## src/hw/rtl/tpps_pkg.sv

```systemverilog
package tpps_pkg;

	localparam int DURATION_BITS = 8;
	localparam int COUNT_BITS    = DURATION_BITS + 2;
	localparam int CFG_IDX_BITS  = 3;

	localparam logic [COUNT_BITS-1:0] COUNT_MAX = {COUNT_BITS{1'b1}};

	localparam logic [3:0] LED_WAIT = 4'b0010;
	localparam logic [3:0] LED_DONE = 4'b1111;

	typedef enum logic [CFG_IDX_BITS-1:0] {
		REG_AUTO_MODE      = 3'd0,
		REG_FIRST_PATTERN  = 3'd1,
		REG_SECOND_PATTERN = 3'd2,
		REG_THIRD_PATTERN  = 3'd3,
		REG_MANUAL_PUMPS   = 3'd4,
		REG_FIRST_SECONDS  = 3'd5,
		REG_SECOND_SECONDS = 3'd6,
		REG_THIRD_SECONDS  = 3'd7
	} tpps_reg_t;

	typedef enum logic [2:0] {
		PH_IDLE   = 3'd0,
		PH_FIRST  = 3'd1,
		PH_SECOND = 3'd2,
		PH_WAIT   = 3'd3,
		PH_THIRD  = 3'd4,
		PH_DONE   = 3'd5,
		PH_MANUAL = 3'd6
	} tpps_phase_t;

	typedef enum logic [1:0] {
		PAT_INJECT  = 2'd0,
		PAT_BOTH    = 2'd1,
		PAT_OFF     = 2'd2,
		PAT_EXHAUST = 2'd3
	} tpps_pat_t;

	typedef struct packed {
		logic switch_level;
		logic second_tick;
	} tpps_in_t;

	typedef struct packed {
		logic [3:0] led_pattern;
		logic       inject_pump;
		logic       exhaust_pump;
		logic [2:0] phase;
		logic       sample_strobe;
		logic       report_strobe;
		logic       end_of_collection;
	} tpps_out_t;

	typedef struct packed {
		logic                     auto_mode;
		logic [1:0]               first_pattern;
		logic [1:0]               second_pattern;
		logic [1:0]               third_pattern;
		logic [1:0]               manual_pumps;
		logic [DURATION_BITS-1:0] first_seconds;
		logic [DURATION_BITS-1:0] second_seconds;
		logic [DURATION_BITS-1:0] third_seconds;
	} tpps_cfg_t;

	typedef struct packed {
		logic [COUNT_BITS-1:0] second_count;
		logic                  waiting;
		logic                  press_seen;
		logic                  wait_finished;
		logic [3:0]            led_hold;
		logic [1:0]            pump_hold;
	} tpps_state_t;

	function automatic logic [3:0] pat_led(input logic [1:0] p);
		logic [3:0] r;
		case (tpps_pat_t'(p))
			PAT_INJECT:  r = 4'b0100;
			PAT_BOTH:    r = 4'b0101;
			PAT_OFF:     r = 4'b1000;
			PAT_EXHAUST: r = 4'b0001;
			default:     r = 4'b1000;
		endcase
		return r;
	endfunction

	// Bit 1 drives the inject pump, bit 0 the exhaust pump.
	function automatic logic [1:0] pat_pump(input logic [1:0] p);
		logic [1:0] r;
		case (tpps_pat_t'(p))
			PAT_INJECT:  r = 2'b10;
			PAT_BOTH:    r = 2'b11;
			PAT_OFF:     r = 2'b00;
			PAT_EXHAUST: r = 2'b01;
			default:     r = 2'b00;
		endcase
		return r;
	endfunction

endpackage

```

## src/hw/rtl/tpps_cfg.sv

```systemverilog
module tpps_cfg (
	input  logic                                clk,
	input  logic                                arst_n,
	input  logic                                wr_en,
	input  logic [tpps_pkg::CFG_IDX_BITS-1:0]   wr_index,
	input  logic [tpps_pkg::DURATION_BITS-1:0]  wr_data,
	output tpps_pkg::tpps_cfg_t                 cfg
);
	import tpps_pkg::*;

	tpps_cfg_t cfg_q;

	always_ff @(posedge clk or negedge arst_n) begin
		if (!arst_n) begin
			cfg_q.auto_mode      <= 1'b1;
			cfg_q.first_pattern  <= PAT_OFF;
			cfg_q.second_pattern <= PAT_INJECT;
			cfg_q.third_pattern  <= PAT_BOTH;
			cfg_q.manual_pumps   <= 2'b00;
			cfg_q.first_seconds  <= DURATION_BITS'(30);
			cfg_q.second_seconds <= DURATION_BITS'(30);
			cfg_q.third_seconds  <= DURATION_BITS'(60);
		end else if (wr_en) begin
			case (wr_index)
				REG_AUTO_MODE:      cfg_q.auto_mode      <= wr_data[0];
				REG_FIRST_PATTERN:  cfg_q.first_pattern  <= wr_data[1:0];
				REG_SECOND_PATTERN: cfg_q.second_pattern <= wr_data[1:0];
				REG_THIRD_PATTERN:  cfg_q.third_pattern  <= wr_data[1:0];
				REG_MANUAL_PUMPS:   cfg_q.manual_pumps   <= wr_data[1:0];
				REG_FIRST_SECONDS:  cfg_q.first_seconds  <= wr_data;
				REG_SECOND_SECONDS: cfg_q.second_seconds <= wr_data;
				REG_THIRD_SECONDS:  cfg_q.third_seconds  <= wr_data;
				default: ;
			endcase
		end
	end

	assign cfg = cfg_q;

endmodule

```

## src/hw/rtl/tpps_step.sv

```systemverilog
module tpps_step (
	input  tpps_pkg::tpps_cfg_t   cfg,
	input  tpps_pkg::tpps_state_t st,
	input  tpps_pkg::tpps_in_t    din,
	output tpps_pkg::tpps_state_t st_nxt,
	output tpps_pkg::tpps_out_t   dout
);
	import tpps_pkg::*;

	logic [COUNT_BITS-1:0] end1, end2, total;
	logic [COUNT_BITS-1:0] cnt_inc, cnt_use;
	logic                  in_third, past_total;
	logic                  sample, report, eoc;
	tpps_phase_t           phase;

	assign end1  = COUNT_BITS'(cfg.first_seconds);
	assign end2  = end1 + COUNT_BITS'(cfg.second_seconds);
	assign total = end2 + COUNT_BITS'(cfg.third_seconds);

	assign cnt_inc = (st.second_count == COUNT_MAX) ? st.second_count
	                                                : st.second_count + 1'b1;

	// The third-phase decision looks at the held count when leaving the wait
	// and at the freshly ticked count otherwise.
	assign cnt_use    = st.waiting ? st.second_count : cnt_inc;
	assign in_third   = (cnt_use > end2) && (cnt_use <= total);
	assign past_total = cnt_use > total;

	always_comb begin
		st_nxt = st;
		sample = 1'b0;
		report = 1'b0;
		eoc    = 1'b0;

		if (!cfg.auto_mode) begin
			st_nxt.pump_hold = cfg.manual_pumps;
			st_nxt.led_hold  = {1'b1, cfg.manual_pumps[1], cfg.manual_pumps[0], 1'b1};
			sample           = 1'b1;
			report           = din.second_tick;
		end else if (st.waiting) begin
			st_nxt.led_hold  = LED_WAIT;
			st_nxt.pump_hold = 2'b00;
			if (!din.switch_level) begin
				st_nxt.press_seen = 1'b1;
			end else if (st.press_seen) begin
				st_nxt.waiting       = 1'b0;
				st_nxt.wait_finished = 1'b1;
				if (in_third) begin
					st_nxt.led_hold  = pat_led(cfg.third_pattern);
					st_nxt.pump_hold = pat_pump(cfg.third_pattern);
					report           = 1'b1;
				end else if (past_total) begin
					st_nxt.led_hold  = LED_DONE;
					st_nxt.pump_hold = 2'b00;
				end
			end
		end else if (!din.switch_level) begin
			st_nxt = '0;
		end else begin
			sample = st.second_count <= total;
			if (din.second_tick) begin
				st_nxt.second_count = cnt_inc;
				if (cnt_inc <= end1) begin
					st_nxt.led_hold  = pat_led(cfg.first_pattern);
					st_nxt.pump_hold = pat_pump(cfg.first_pattern);
					report           = 1'b1;
				end else if (cnt_inc <= end2) begin
					st_nxt.led_hold  = pat_led(cfg.second_pattern);
					st_nxt.pump_hold = pat_pump(cfg.second_pattern);
					report           = 1'b1;
				end else if (!st.wait_finished) begin
					st_nxt.waiting   = 1'b1;
					st_nxt.led_hold  = LED_WAIT;
					st_nxt.pump_hold = 2'b00;
					eoc              = 1'b1;
				end else if (in_third) begin
					st_nxt.led_hold  = pat_led(cfg.third_pattern);
					st_nxt.pump_hold = pat_pump(cfg.third_pattern);
					report           = 1'b1;
				end else if (past_total) begin
					st_nxt.led_hold  = LED_DONE;
					st_nxt.pump_hold = 2'b00;
				end
			end
		end
	end

	// The phase is read from the state after this word has been applied.
	always_comb begin
		if (!cfg.auto_mode) begin
			phase = PH_MANUAL;
		end else if (st_nxt.waiting) begin
			phase = PH_WAIT;
		end else if (st_nxt.second_count == '0) begin
			phase = PH_IDLE;
		end else if (st_nxt.second_count <= end1) begin
			phase = PH_FIRST;
		end else if (st_nxt.second_count <= end2 || !st_nxt.wait_finished) begin
			phase = PH_SECOND;
		end else if (st_nxt.second_count <= total) begin
			phase = PH_THIRD;
		end else begin
			phase = PH_DONE;
		end
	end

	always_comb begin
		dout.led_pattern       = st_nxt.led_hold;
		dout.inject_pump       = st_nxt.pump_hold[1];
		dout.exhaust_pump      = st_nxt.pump_hold[0];
		dout.phase             = phase;
		dout.sample_strobe     = sample;
		dout.report_strobe     = report;
		dout.end_of_collection = eoc;
	end

endmodule

```

## src/hw/rtl/timed_pump_phase_sequencer_top.sv

```systemverilog
// Pump phase sequencer: every accepted input word (switch level, second tick)
// yields exactly one result word in the cycle after it, and a new word is taken in
// every cycle as long as the result register is empty or is being drained in
// the same cycle; the whole state update is one pass of logic from the run
// state register to the result register. Configuration writes are taken at
// once and should only be issued while no result is pending.
module timed_pump_phase_sequencer_top (
	input  logic                                clk,
	input  logic                                arst_n,
	input  logic                                in_valid,
	output logic                                in_ready,
	input  tpps_pkg::tpps_in_t                  in_data,
	output logic                                out_valid,
	input  logic                                out_ready,
	output tpps_pkg::tpps_out_t                 out_data,
	input  logic                                cfg_valid,
	output logic                                cfg_ready,
	input  logic [tpps_pkg::CFG_IDX_BITS-1:0]   cfg_index,
	input  logic [tpps_pkg::DURATION_BITS-1:0]  cfg_data
);
	import tpps_pkg::*;

	tpps_cfg_t   cfg;
	tpps_state_t state_q, state_nxt;
	tpps_out_t   result, out_data_q;
	logic        out_valid_q;
	logic        in_fire;

	assign cfg_ready = 1'b1;
	assign in_ready  = !out_valid_q || out_ready;
	assign in_fire   = in_valid && in_ready;

	tpps_cfg u_cfg (
		.clk      (clk),
		.arst_n   (arst_n),
		.wr_en    (cfg_valid),
		.wr_index (cfg_index),
		.wr_data  (cfg_data),
		.cfg      (cfg)
	);

	tpps_step u_step (
		.cfg    (cfg),
		.st     (state_q),
		.din    (in_data),
		.st_nxt (state_nxt),
		.dout   (result)
	);

	always_ff @(posedge clk or negedge arst_n) begin
		if (!arst_n) begin
			state_q     <= '0;
			out_valid_q <= 1'b0;
		end else begin
			if (in_fire) begin
				state_q <= state_nxt;
			end
			if (in_fire) begin
				out_valid_q <= 1'b1;
			end else if (out_ready) begin
				out_valid_q <= 1'b0;
			end
		end
	end

	always_ff @(posedge clk) begin
		if (in_fire) begin
			out_data_q <= result;
		end
	end

	assign out_valid = out_valid_q;
	assign out_data  = out_data_q;

endmodule
```

## config.mk

```make
export PLATFORM = sky130hd
export DESIGN_NAME = timed_pump_phase_sequencer_top
export DESIGN_NICKNAME = d
export VERILOG_FILES = /design/src/hw/rtl/tpps_pkg.sv /design/src/hw/rtl/tpps_cfg.sv /design/src/hw/rtl/tpps_step.sv /design/src/hw/rtl/timed_pump_phase_sequencer_top.sv
export SDC_FILE = /design/constraint.sdc
export NUM_CORES = 1
export LEC_CHECK = 0
export BUFFER_PORTS_ARGS = -buffer_cell sky130_fd_sc_hd__clkbuf_2
export CORE_UTILIZATION = 45
export CTS_BUF_LIST = sky130_fd_sc_hd__clkbuf_4 sky130_fd_sc_hd__clkbuf_8
export CTS_CLUSTER_SIZE = 8
export DETAILED_ROUTE_END_ITERATION = 12
export PLACE_DENSITY_LB_ADDON = 0.1
export SLEW_MARGIN = 25
export SYNTH_ARGS = -nofsm -noshare
export SYNTH_HDL_FRONTEND = slang
export SYNTH_SLANG_ARGS = --single-unit
export TNS_END_PERCENT = 30
```

## constraint.sdc

```tcl
create_clock -name clk -period 7.7 [get_ports clk]
set_clock_uncertainty 0.2 [all_clocks]
set_input_delay 0.385 -clock clk [delete_from_list [all_inputs] [get_ports clk]]
set_output_delay 0.385 -clock clk [all_outputs]
set_load 0.005 [all_outputs]
```

# After elaboration in Yosys (flattened, before gate mapping)
# Index checks and enable logic that the tools add are counted.
[totals]
regBits = 65
output_inout_bits = 15
in_bits = 18
wordCells = 129
[op_classes]
reduce_logical = 23
order_cmp = 9
n_eq_ne = 17
n_addsub = 3
mux = 51
bitwise = 3
[op_table]
columns = ["cell", "n"]
rows = [
  ["two-way mux 6 bit", 10],
  ["less-or-equal comparator 10 bit", 5],
  ["case mux 4 bit (4 select lines)", 3],
  ["two-way mux 10 bit", 3],
  ["case mux 2 bit (4 select lines)", 3],
  ["two-way mux 11 bit", 2],
  ["two-way mux 1 bit", 21],
  ["> comparator 10 bit", 2],
  ["less-or-equal comparator 10 x 8 -> 1 bit", 2],
  ["AND reduction 2 bit", 8],
  ["two-way mux 7 bit", 2],
  ["two-way mux 13 bit", 1],
  ["== test 2 bit, second input constant", 6],
  ["== test 3 bit, second input constant", 4],
  ["two-way mux 3 bit", 4],
  ["adder 10 x 1 -> 10 bit, second input constant", 1],
  ["adder 10 x 8 -> 10 bit", 1],
  ["== test 10 bit, second input constant", 1],
  ["zero test 10 bit", 1],
  ["adder 8 x 8 -> 9 bit", 1],
  ["two-way mux 9 bit", 1],
  ["== test 2 x 1 -> 1 bit, second input constant", 3],
  ["== test 3 x 2 -> 1 bit, second input constant", 2],
  ["zero test 2 bit", 3],
  ["other kinds (11)", 16],
]

# Depth between registers and ports, before layout
# Gate-level depths: netlist of the first run.
[depth]
ltp_word = 19
mapped_depth = 20
depth_no_buf = 20

# Modules after synthesis
# Synthesis of the first run repeated with hierarchy kept, for this count alone.
[hier_totals]
hier_cells = 649
area_unflattened_um2 = 6316.1
[modules_own_cells]
columns = ["mod", "seq_area_each_um2", "cells_each", "n_inst", "area_per_inst_um2"]
rows = [
  ["tpps_step", 0.0, 512, 1, 3718.6],
  ["tpps_cfg", 844.6, 78, 1, 1387.6],
  ["timed_pump_phase_sequencer_top", 860.8, 59, 1, 1209.9],
]

# Worst setup path after synthesis of the first run
# OpenSTA, ideal clock, no wires.
[synth_timing]
path_type = "flip-flop to flip-flop"
start = "register u_cfg.cfg_q, in the netlist u_cfg.cfg[9]"
end = "register out_data_q, in the netlist out_data[10] (data pin)"
setup_time_ns = 0.264
path_stages_with_launch = 20
required_time_ns = 7.236
path_slack_ns = 3.324
path_buffers = 0
t_arrival_ns = 3.912
period_less_slack_ns = 4.376
path_cell_list = "dfstp_2 inv_1 fa_1 nor2b_1 o31a_1 o21ai_0 nand2b_1 xor2_1 ha_1 a21o_1 o21ai_1 nor2_1 o21bai_1 ha_1 inv_1 a221o_1 o31ai_1 o21a_4 a2111oi_4 nor2_1"
[synth_rtl]
columns = ["item", "line_no", "text"]
rows = [
  ["from (decl)", "tpps_cfg.sv:11", "tpps_cfg_t cfg_q;"],
  ["to (signal assigned)", "timed_pump_phase_sequencer_top.sv:68", "out_data_q <= result;"],
  ["to (decl)", "timed_pump_phase_sequencer_top.sv:25", "tpps_out_t result, out_data_q;"],
]

# Worst setup path after layout of the first run
[layout_timing]
start = "register state_q[9] in the netlist's numbering"
end = "register state_q[2] in the netlist's numbering"
[layout_between]
elab_chain_len = 13
elab_cells_between_ends = 23
[layout_lines]
columns = ["item", "line_no", "text"]
rows = [
  ["from (decl)", "timed_pump_phase_sequencer_top.sv:24", "tpps_state_t state_q, state_nxt;"],
  ["from (signal assigned)", "timed_pump_phase_sequencer_top.sv:56", "state_q <= state_nxt;"],
  ["adder 10 x 1 -> 10 bit / == test 10 bit (equally long branches)", "tpps_step.sv:21, tpps_step.sv:20", ""],
  ["two-way mux 10 bit", "tpps_step.sv:20", "assign cnt_inc = (st.second_count == COUNT_MAX) ? st.second_count"],
  ["two-way mux 10 bit", "tpps_step.sv:25", "assign cnt_use = st.waiting ? st.second_count : cnt_inc;"],
  ["> comparator 10 bit, or another cell as far along", "tpps_step.sv:27", "assign past_total = cnt_use > total;"],
  ["two-way mux 6 bit / logical AND 1 bit (equally long branches)", "tpps_step.sv:80, tpps_step.sv:26", ""],
  ["two-way mux 6 bit", "tpps_step.sv:76", "end else if (in_third) begin"],
  ["two-way mux 6 bit", "tpps_step.sv:71", "end else if (!st.wait_finished) begin"],
  ["two-way mux 6 bit", "tpps_step.sv:67", "end else if (cnt_inc <= end2) begin"],
  ["two-way mux 6 bit", "tpps_step.sv:63", "if (cnt_inc <= end1) begin"],
  ["two-way mux 6 bit", "tpps_step.sv:61", "if (din.second_tick) begin"],
  ["two-way mux 6 bit", "tpps_step.sv:57", "end else if (!din.switch_level) begin"],
  ["two-way mux 9 bit *", "tpps_step.sv:40", "end else if (st.waiting) begin"],
  ["two-way mux 6 bit *", "tpps_step.sv:35", "if (!cfg.auto_mode) begin"],
]
# Every way passes the cells marked *; elsewhere a longest branch is shown, timed or not.
# A chain may end at the register's enable or synchronous reset.

==> results by group, run 1 <==
Timing
  – Final setup viols: 0
  – Max frequency: 195.2 MHz
  – Unrepaired setup endpoints after global routing: no
  – Min Tclk post-route: 5.123 ns
  – Final setup TNS: 0 ns
  – Actual slew at the worst max-slew pin: 0.9646 ns
  – Slew headroom: a little over a third
  – Fin. max-slew vios: 0
  – Endpoints failing hold: 0
  – Fin Hold WS: 0.003659 ns
  – Final critical-path share of the clock period: 66.53%

Floorplanning
  – Die W: 121.8 um
  – Initial core utilization: a little under half
  – Total die area: between 0.01 and 0.015 mm2
  – # IOs: 33
  – Die height: 121.8 um
  – Rows: 43
  – Core box area: 0.01393 mm2

Global route
  – Vias in the first global route: 5699
  – Global-route wire length before repair: 30930 um
  – Initial antenna violation count: 0
  – Gr ovfl total: 0
  – Tot GR Track Use: ~28%
  – Largest net degree at the start of global routing: 54

Synth
  – Synth warn: 0
  – Cell Area, Synth: about 0.0065 mm2
  – Syn Inst Count: 733
  – Prevailing post-synth register cell: dfrtp_1
  – Seq/Total Area, Yosys: about a quarter
  – Distinct cell type count after synthesis: 85
  – Syn_nets: 836
  – Fraction of registers with async set/reset: 81.54%
  – Number of synthesized flops with an enable pin: 12
  – Mean post-synth cell area: about 8.8 um2
  – Number of synthesized register bits: 65

Worst hold path
  – Hold WC Path Type: in -> reg
  – Min-Delay Path Depth: 2

Cells and area
  – Share of cells above drive strength 1: between 15 and 20%
  – Sequential Area: 0.001705 mm2
  – Area Growth Syn to Fin: 6.350%
  – Nets: 850
  – Final cell count without fillers: 932
  – Ant diodes: 0
  – Multi-input gate area: 0.004417 mm2
  – Fillers: 1323

Drt
  – DR iter-0 viols: 494
  – Wirelength, routed: 19580 um
  – WL/cell: between 20 and 25 um
  – DR DRC count: 0
  – Wire length on met2: 8803 um
  – M1 wire length: 8982 um
  – Pre-antenna DRT Iters: 7
  – Met3 wire length: 1081 um
  – Drt via density: 6.182
  – DR top layer: met4
  – Final antenna-violating net count: 0
  – Routed via count: about 5800

Power
  – Maximum VDD drop: between 0.15 and 0.2 mV
  – Leak pwr: 3.067 nW
  – Pwr Density: ~380 mW/mm2

Critical path
  – Worst r2r path cells: 15
  – WP data arrival: 5.22 ns
  – Max FO, Critical Path: 12
  – Kind of critical path: reg -> reg
  – Crit start category: flip-flop
  – Setup crit end kind: flip-flop
  – Data required, critical path: 7.80 ns

CTS
  – TritonCTS Sinks: 65
  – CTS tree: yes
  – Post-CTS setup buffers: 0
  – Clock-pin slew on the worst setup and hold paths: 0.08 ns
  – H-tree levels: 3
  – Clk buf depth: 2
  – Root buffer cell: clkbuf_8
  – Worst-skew pair later-pin latency: 0.39 ns
  – Total CTS buffers: 9

Placement
  – Post-DP HPWL: around 15000 um
  – Placer Congestion: approximately 0.91
  – Post-Place Cells: between 900 and 1000
  – Number of I/O port buffers: 31

Run
  – Max cap viols: 0

Run status
  – Status: finished clean
==> critical path: stages, from the launching register on <==
cell,delay [ns]
dfrtp_1,0.56
ha_1,0.29
and2_1,0.32
nand4_1,0.46
mux2_2,0.49
mux2_2,0.30
ha_1,0.31
nor2b_1,0.14
o211ai_1,0.19
a21oi_1,0.10
o31ai_1,0.36
and2_1,0.38
mux2i_1,0.12
a2111o_1,0.44
nor3b_1,0.16
o31ai_2,0.22
==> routing by layer <==
metal	vias to the layer above	GRT usage (%)
met4	0	14.12
met5	-	0
li1	2750	-
met3	48	5.665
met1	2779	36.86
met2	185	42.94
==> cells in the final DEF (no fill, tap or decap), types with 16 or more instances in the layout <==
cell	n
ha_1	83
dfrtp_1	38
mux2_2	37
nand4_1	16
nand3_1	23
a21oi_1	44
o21ai_0	48
clkbuf_2	31
inv_1	44
nor2_1	42
nand2_1	72
==> power breakdown <==
part / switching, mW / total (mW) / internal [mW] / leakage [nW]
Sequential: 0.101 / 0.541 / 0.440 / 0.744
Combinational: 1.08 / 1.82 / 0.735 / 2.24
Clock: 0.160 / 0.275 / 0.115 / 0.0807
==> flip-flops by register name, summed over array words and instances (netlist names) <==
register	count
out_valid	1
u_cfg.cfg	33
state_q	19
out_data	12
==> synth_stat cells, types with 16 or more instances <==
master    instances  area [um2]
a21oi_1          44       220.2
clkbuf_1         16       60.06
dfrtp_1          38       950.9
ha_1             83        1039
inv_1            45       168.9
mux2_2           37       416.7
nand2_1          72       270.3
nand3_1          23       115.1
nand4_1          16       100.1
nor2_1           42       157.7
o21ai_0          49       245.2
==> timing repair <==
item	4_1_cts	5_1_grt
gates resized for setup	0	0
hold buffers	1	0
hold endpoints to repair	38	0
endpoints found under the setup margin	0	0
==> path summary, 6_finish.rpt <==
check | start | end | slack [ns]
setup / recovery | state_q[9]$_DFFE_PN0P_ | state_q[2]$_DFFE_PN0P_ | 2.58
hold / removal | in_valid | out_valid$_DFFE_PN0P_ | 0.004
setup reg to reg | state_q[9]$_DFFE_PN0P_ | state_q[2]$_DFFE_PN0P_ | 2.58
hold reg to reg | u_cfg.cfg[7]$_DFFE_PN0P_ | u_cfg.cfg[7]$_DFFE_PN0P_ | 0.33
max in group asynchronous | arst_n | u_cfg.cfg[6]$_DFFE_PN0P_ | 6.31
min in group asynchronous | arst_n | state_q[16]$_DFFE_PN0P_ | 0.45
==> cells by family (layout without fill, tap and decap cells) <==
| family | count (synthesis) | count (layout) | synth area share [%] |
|---|---|---|---|
| xor gates and xnor gates | 25 | 25 | 3.679 |
| buffers and inverters | 78 | 97 | 5.266 |
| AOI/OAI and AO/OA | 207 | 207 | 22.44 |
| adders and majority gates | 85 | 85 | 16.69 |
| DFF | 65 | 65 | 26.39 |
| and+or+nand+nor | 229 | 229 | 18.10 |
| other | 1 | 1 | 0.05803 |
| muxes | 43 | 43 | 7.377 |
==> metrics by stage <==
stage	instance area [um2]	total power, mW	util (%)	setup slack [ns]
2_1_floorplan	6462	1.880	-	3.324
3_3_place_gp	6694	2.291	48.04	2.772
3_5_place_dp	6694	2.343	48.04	2.619
4_1_cts	6873	2.623	49.32	2.618
5_1_grt	6873	2.870	49.32	2.167
6_report	6873	2.633	49.32	2.577
==> cell type report <==
class	count	share of cell area [%]
Multi-Input combinational cell	590	64.26
Sequential cell	65	24.81
Tap cell	180	3.277
Timing Repair Buffer	34	2.622
Inverter	47	2.567
Clock buffer	9	1.802
Clock inverter	7	0.6554
No activity file was read; power rests on OpenSTA's default activity.
==> run 2, diff against run 1 <==
--- a/config.mk
+++ b/config.mk
@@ -5,6 +5,7 @@
 export SDC_FILE = /design/constraint.sdc
 export NUM_CORES = 1
 export LEC_CHECK = 0
+export ABC_AREA = 1
 export BUFFER_PORTS_ARGS = -buffer_cell sky130_fd_sc_hd__clkbuf_2
 export CORE_UTILIZATION = 45
 export CTS_BUF_LIST = sky130_fd_sc_hd__clkbuf_4 sky130_fd_sc_hd__clkbuf_8
==> constraint.sdc (replaced) <==
create_clock -name clk -period 4.15 [get_ports clk]
set_clock_uncertainty 0.2 [all_clocks]
set_input_delay 0.2075 -clock clk [delete_from_list [all_inputs] [get_ports clk]]
set_output_delay 0.2075 -clock clk [all_outputs]
set_load 0.005 [all_outputs]
==> run 2 against run 1 <==
  * The flow now finishes with violations (setup timing)
  * Critical path depth increased by 11
  * Clock-buffer cell count is 1 higher
  * Final cell count increased by 26%
  * Critical path type unchanged
  * Largest cell class unchanged
  * Highest routed layer unchanged
==> results by group, run 2 <==
Run status
  – Status: finished with violations
  – Failing checks: setup timing

Drt
  – Routed via count: between 6000 and 7000
  – Final antenna-violating net count: 0
  – DR iter-0 viols: 520
  – WL/cell: 15.82 um
  – DR DRC count: 0
  – Pre-antenna DRT Iters: 5
  – Wirelength, routed: about 19000 um
  – Drt via density: 5.383

Global route
  – Largest net degree at the start of global routing: 54
  – Gr ovfl total: 0
  – Vias in the first global route: 5796
  – Global-route wire length before repair: 29170 um
  – Initial antenna violation count: 0
  – Tot GR Track Use: 26.81%

CTS
  – Worst-skew pair later-pin latency: 0.38 ns
  – H-tree levels: 3
  – Total CTS buffers: 9
  – Clock-pin slew on the worst setup and hold paths: 0.08 ns
  – CTS tree: yes
  – Clk buf depth: 2
  – TritonCTS Sinks: 65
  – Root buffer cell: clkbuf_8

Cells and area
  – Largest register FFs: 33
  – Design area: 0.007943 mm2
  – Most frequent cells in the layout: 209 x nand2_1, 99 x inv_1, 99 x buf_4, 73 x ha_1, 69 x o21ai_0
  – Commonest non-fill, non-tap cell in the layout: nand2_1
  – Final cell count without fillers: 1171
  – Area Growth Syn to Fin: 30.00%
  – Ant diodes: 0
  – Fin util: 59.98%
  – Nets: 1093
  – Share of cells above drive strength 1: 27.54%

Floorplanning
  – Total die area: approximately 0.014 mm2
  – Rows: 42
  – # IOs: 33
  – Die height: 118.5 um
  – Initial core utilization: 46.14%
  – Core box area: approximately 0.013 mm2
  – Die W: ~120 um

Synth
  – Most common cell in the netlist: nand2_1
  – Syn Inst Count: between 800 and 900
  – Number of synthesized flops with an enable pin: 12
  – Number of synthesized register bits: 65
  – Fraction of registers with async set/reset: 81.54%
  – Area contributors post-synth: ha_1 17%, dfrtp_1 16%, nand2_1 14%, inv_1 6.5%, dfstp_2 6.5%
  – Distinct cell type count after synthesis: between 50 and 60
  – Prevailing post-synth register cell: dfrtp_1
  – Cell Area, Synth: 0.006110 mm2
  – Cell accounting for the most synthesized area: ha_1
  – Seq/Total Area, Yosys: 27.91%
  – Synth top area share: approximately 17%
  – Mean post-synth cell area: between 7 and 8 um2
  – Syn_nets: 954
  – Commonest cells in the synthesized netlist: 227 x nand2_1, 106 x inv_1, 83 x ha_1, 73 x o21ai_0, 63 x nor2_1
  – Synth warn: 0

Power
  – Total power: 6.496 mW
  – Leak pwr: slightly above 4 nW
  – P_int: 3.333 mW
  – Maximum VDD drop: 0.4481 mV
  – Net Sw Frac: between 40% and 50%
  – Clock share of power: 10.7%
  – Logic pwr share: 74.6%
  – Pwr Density: around 820 mW/mm2
  – Reg power frac: between 10 and 15%
  – Switching power: 3.163 mW

Timing
  – Final critical-path share of the clock period: 104.9%
  – Slew headroom: around half
  – Fin. max-slew vios: 0
  – Min Tclk post-route: roughly 4.4 ns
  – Final setup TNS: -2.342 ns
  – Endpoints failing hold: 0
  – Worst setup margin: -0.2038 ns
  – Max frequency: 229.7 MHz
  – Actual slew at the worst max-slew pin: slightly below 0.8 ns
  – Unrepaired setup endpoints after global routing: yes
  – Final setup viols: 17

Critical path
  – Data required, critical path: 4.08 ns
  – Crit start category: flip-flop
  – WP data arrival: 4.29 ns
  – Max FO, Critical Path: 4
  – Kind of critical path: reg -> reg
  – Setup crit end kind: flip-flop

Placement
  – Post-place instance area: 0.007077 mm2
  – Post-DP HPWL: 14420 um
  – Placer Congestion: 1.014
  – Post-Place Cells: ~1100
  – Number of I/O port buffers: 31

Worst hold path
  – Hold WC Path Type: in -> reg

Run
  – Max cap viols: 0
==> run 2: power by group through the flow <==
stage	sequential (mW)	combinational (mW)	clock (mW)
finish	0.952	4.85	0.698
global route	0.973	5.35	0.735
CTS	0.946	4.37	0.713
detailed placement	0.954	4.12	0
global placement	0.950	4.01	0
floorplan	0.925	2.61	0
==> run 2: repair_timing <==
item	4_1_cts	5_1_grt
resized for setup	24	55
setup endpoints to repair	16	19
hold buffers	13	0
endpoints found under the hold margin	63	0
setup buffers	11	6
pin swaps	26	36
gates cloned	0	0
==> run 2: final timing paths <==
check / depth (start not counted) / to / slack, ns / start
hold reg to reg: 2 / state_q[4]$_DFFE_PN0P_ / 0.29 / state_q[4]$_DFFE_PN0P_
min in group asynchronous: 3 / state_q[17]$_DFFE_PN0P_ / 0.29 / arst_n
setup reg to reg: 26 / out_data[2]$_SDFFCE_PN1P_ / -0.20 / u_cfg.cfg[16]$_DFFE_PN0P_
hold / removal: 5 / u_cfg.cfg[32]$_DFFE_PN1P_ / 0.03 / cfg_valid
max in group asynchronous: 3 / state_q[1]$_DFFE_PN0P_ / 2.95 / arst_n
setup / recovery: 26 / out_data[2]$_SDFFCE_PN1P_ / -0.20 / u_cfg.cfg[16]$_DFFE_PN0P_
==> run 2: stage by stage <==
step / setup WS, ns / hold WS (ns)
after floorplan: 0.01079 / -0.2881
after global placement: -0.2522 / 0.1813
after detailed placement: -0.3636 / 0.1935
after CTS: -0.2062 / 0.003834
after global routing: -0.4833 / 0.05951
final: -0.2038 / 0.02641
==> run 2: cells by family after synthesis <==
family	Yosys count	synth area share (%)
other	1	0.06138
buffers and inverters	130	8.396
and+or+nand+nor	380	27.71
AOI/OAI and AO/OA	176	16.26
xor gates and xnor gates	14	2.007
DFF	65	27.91
adders and majority gates	85	17.65
==> run 2: final cells by class <==
type | instances | area (um2)
fillers | 1242 | 5300
multi-input cells | 656 | 4303
flip-flops and latches | 65 | 1705
repair buffers | 144 | 1040
inverters | 114 | 427.9
well taps | 176 | 220.2
clock buffers | 10 | 131.4
clock inverters | 6 | 115.1
==> run 2: per-layer routing <==
metal / up-vias / GRT usage, % / share of wire (%)
li1: 3104 / - / -
met2: 189 / 43.60 / 47
met4: 0 / 9.256 / 2.5
met1: 2975 / 35.64 / 45
met5: - / 0 / 0
met3: 36 / 4.875 / 5.6
==> run 2: critical path: stages (launching register included) <==
cell	delay, ns
dfrtp_1	0.36
ha_2	0.19
inv_2	0.04
fa_2	0.37
nand3b_1	0.17
nand2_2	0.10
buf_4	0.14
xor2_4	0.19
ha_4	0.25
nand2_1	0.10
nand2_2	0.09
a21oi_2	0.15
nand2_1	0.07
nand2_2	0.08
inv_2	0.04
o21ai_4	0.17
buf_4	0.14
ha_1	0.13
inv_1	0.05
nor3_2	0.25
nand3_2	0.18
a31oi_2	0.21
a211oi_1	0.11
o2111ai_1	0.11
nand2_1	0.07
nand2_1	0.09
nand2_1	0.06
==> run 3, diff against run 2 <==
--- a/config.mk
+++ b/config.mk
@@ -6,8 +6,11 @@
 export NUM_CORES = 1
 export LEC_CHECK = 0
 export ABC_AREA = 1
+export ABC_CLOCK_PERIOD_IN_PS = 5300
 export BUFFER_PORTS_ARGS = -buffer_cell sky130_fd_sc_hd__clkbuf_2
-export CORE_UTILIZATION = 45
+export CELL_PAD_IN_SITES_DETAIL_PLACEMENT = 2
+export CELL_PAD_IN_SITES_GLOBAL_PLACEMENT = 2
+export CORE_UTILIZATION = 40
 export CTS_BUF_LIST = sky130_fd_sc_hd__clkbuf_4 sky130_fd_sc_hd__clkbuf_8
 export CTS_CLUSTER_SIZE = 8
 export DETAILED_ROUTE_END_ITERATION = 12
==> constraint.sdc (replaced) <==
create_clock -name clk -period 5.3 [get_ports clk]
set_clock_uncertainty 0.2 [all_clocks]
set_input_delay 0.265 -clock clk [delete_from_list [all_inputs] [get_ports clk]]
set_output_delay 0.265 -clock clk [all_outputs]
set_load 0.005 [all_outputs]
==> run 3 against run 2 <==
  * The run ends with DRC left
  * Die area increased by 12%
  * Design area decreased by 14%
  * Critical path depth increased by 6
  * Via count decreased by 1.9%
  * Clock-buffer cell count unchanged
  * Sequential power decreased by 19%
  * Largest power group unchanged
  * Wire length increased by 29%
  * Worst hold slack improved by 0.0069 ns
  * Total power decreased by 32%
  * Core utilization decreased by 13 points
  * Maximum frequency decreased by 14%
  * Non-clock buffer count decreased by 91
==> results by group, run 3 (same netlist as run 2, synthesis figures left out) <==
Drt
  – DR iter-0 viols: 257
  – WL/cell: 21.95 um
  – Wirelength, routed: 23880 um
  – Pre-antenna DRT Iters: 9
  – Routed via count: 6186
  – Final antenna-violating net count: 0
  – Drt via density: 5.686
  – DR DRC count: 5

Global route
  – Global-route wire length before repair: 38100 um
  – Tot GR Track Use: 31.67%
  – Largest net degree at the start of global routing: 54
  – Gr ovfl total: 0
  – Vias in the first global route: 6975
  – Initial antenna violation count: 0

Placement
  – Post-place instance area: 0.006521 mm2
  – Placer Congestion: 0.8818
  – Post-DP HPWL: 18610 um
  – Number of I/O port buffers: 31

Critical path
  – Worst path most repeated cell: nand2_1
  – Slowest CP cell: dfstp_2
  – Max FO, Critical Path: 4
  – Crit start category: flip-flop
  – Kind of critical path: reg -> reg
  – Setup crit end kind: flip-flop
  – WP data arrival: 5.18 ns
  – R2R Setup Slk: around 0.24 ns
  – Worst r2r path cells: 32
  – RR Startpoint: u_cfg.cfg[9]$_DFFE_PN1P_
  – Data required, critical path: ~5.4 ns
  – Critical R2R Capture: state_q[1]$_DFFE_PN0P_
  – Max incr delay on CP: around 0.57 ns

Power
  – Pwr Density: between 600 and 700 mW/mm2
  – Maximum VDD drop: between 0.15 and 0.2 mV
  – Leak pwr: 3.556 nW

Cells and area
  – Commonest non-fill, non-tap cell in the layout: nand2_1
  – Ant diodes: 0
  – Share of cells above drive strength 1: 14.16%
  – Area Growth Syn to Fin: 12.14%
  – Fillers: ~1800
  – Most frequent cells in the layout: 226 x nand2_1, 106 x inv_1, 83 x ha_1, 72 x o21ai_0, 62 x nor2_1
  – Largest register FFs: 33
  – Multi-input gate area: 0.003926 mm2
  – Design area: 0.006852 mm2
  – Nets: roughly 1000
  – Sequential Area: 0.001707 mm2

Timing
  – Fin Hold WS: 0.03326 ns
  – Slew headroom: 40.48%
  – Max frequency: between 150 and 200 MHz
  – Actual slew at the worst max-slew pin: 0.8834 ns
  – Unrepaired setup endpoints after global routing: yes
  – Endpoints failing hold: 0
  – Fin. max-slew vios: 0
  – Final critical-path share of the clock period: between 90% and 100%
  – Min Tclk post-route: between 5 and 6 ns
  – Final setup viols: 0

CTS
  – H-tree levels: 3
  – Total CTS buffers: 9
  – Clock-pin slew on the worst setup and hold paths: 0.09 ns
  – TritonCTS Sinks: 65
  – Root buffer cell: clkbuf_8
  – CTS tree: yes
  – Worst-skew pair later-pin latency: between 0.3 and 0.4 ns
  – Clk buf depth: 2

Floorplanning
  – Die W: 125.6 um
  – Rows: 44
  – Initial core utilization: 41.56%
  – Core box area: 0.01470 mm2
  – Total die area: 0.01577 mm2
  – Die height: ~130 um
  – # IOs: 33

Run status
  – Failing checks: DRC
  – Status: finished with violations

Run
  – Max cap viols: 0

Worst hold path
  – Hold path startpoint: out_ready
  – Hold WC Path Type: in -> reg
  – Min-Delay Path Depth: 4
  – Hold path endpoint: out_valid$_DFFE_PN0P_
## run 3: worst max path at each step
stage,startpoint,endpoint,cells past startpoint
floorplan,u_cfg.cfg[9]$_DFFE_PN1P_,out_data[6]$_DFFE_PP_,29
global placement,u_cfg.cfg[9]$_DFFE_PN1P_,out_data[6]$_DFFE_PP_,29
detailed placement,u_cfg.cfg[16]$_DFFE_PN0P_,state_q[1]$_DFFE_PN0P_,33
CTS,u_cfg.cfg[16]$_DFFE_PN0P_,state_q[1]$_DFFE_PN0P_,33
global route,u_cfg.cfg[18]$_DFFE_PN1P_,state_q[1]$_DFFE_PN0P_,35
finish,u_cfg.cfg[9]$_DFFE_PN1P_,state_q[1]$_DFFE_PN0P_,32
## run 3: layer usage
| metal | track usage [%] | vias to the layer above | part of all wire (%) |
|---|---|---|---|
| met3 | 4.365 | 50 | 3.3 |
| met4 | 12.27 | 0 | 3.1 |
| met1 | 37.80 | 3080 | 44 |
| met2 | 57.19 | 130 | 50 |
| met5 | 0 | - | 0 |
| li1 | - | 2926 | - |
## run 3: report_power, final
part / internal (mW) / switching [mW]
clock: 0.272 / 0.242
sequential: 0.651 / 0.122
combinational: 1.06 / 2.07
## run 3: layout make-up
type	instances	share of cell area (%)
multi-input cells	656	57.30
flip-flops and latches	65	24.91
inverters	114	6.264
repair buffers	53	4.931
well taps	184	3.360
clock buffers	10	1.917
clock inverters	6	1.315
## run 3: per-stage QoR
step | setup WS [ns] | TNS (ns) | total power [mW] | utilization [%] | std cells
2_1_floorplan | 0.8814 | 0 | 2.739 | - | 851
3_3_place_gp | 0.4316 | 0 | 3.517 | 44.36 | 1064
3_5_place_dp | 0.04116 | 0 | 3.780 | 44.37 | 1064
4_1_cts | 0.03483 | 0 | 4.377 | 46.35 | 1087
5_1_grt | -0.08368 | -0.1165 | 4.783 | 46.61 | 1088
6_report | 0.2359 | 0 | 4.419 | 46.61 | 1088
## run 3: timing repair
| item | 4_1_cts | 5_1_grt |
|---|---|---|
| buffers inserted | 0 | 1 |
| hold buffers | 7 | 0 |
| resized for setup | 1 | 6 |
| pin swaps | 0 | 1 |
| hold endpoints to repair | 52 | 0 |
| setup endpoints to repair | 1 | 15 |
## run 3: worst max-delay path: cells and delay by family, from the launching register on
kind                       cells  cell delay (ns)
DFF                            1             0.57
adders and majority gates      3             1.08
and+or+nand+nor               22             2.22
AOI/OAI and AO/OA              3             0.56
buffers and inverters          3             0.16
xor gates and xnor gates       1             0.20
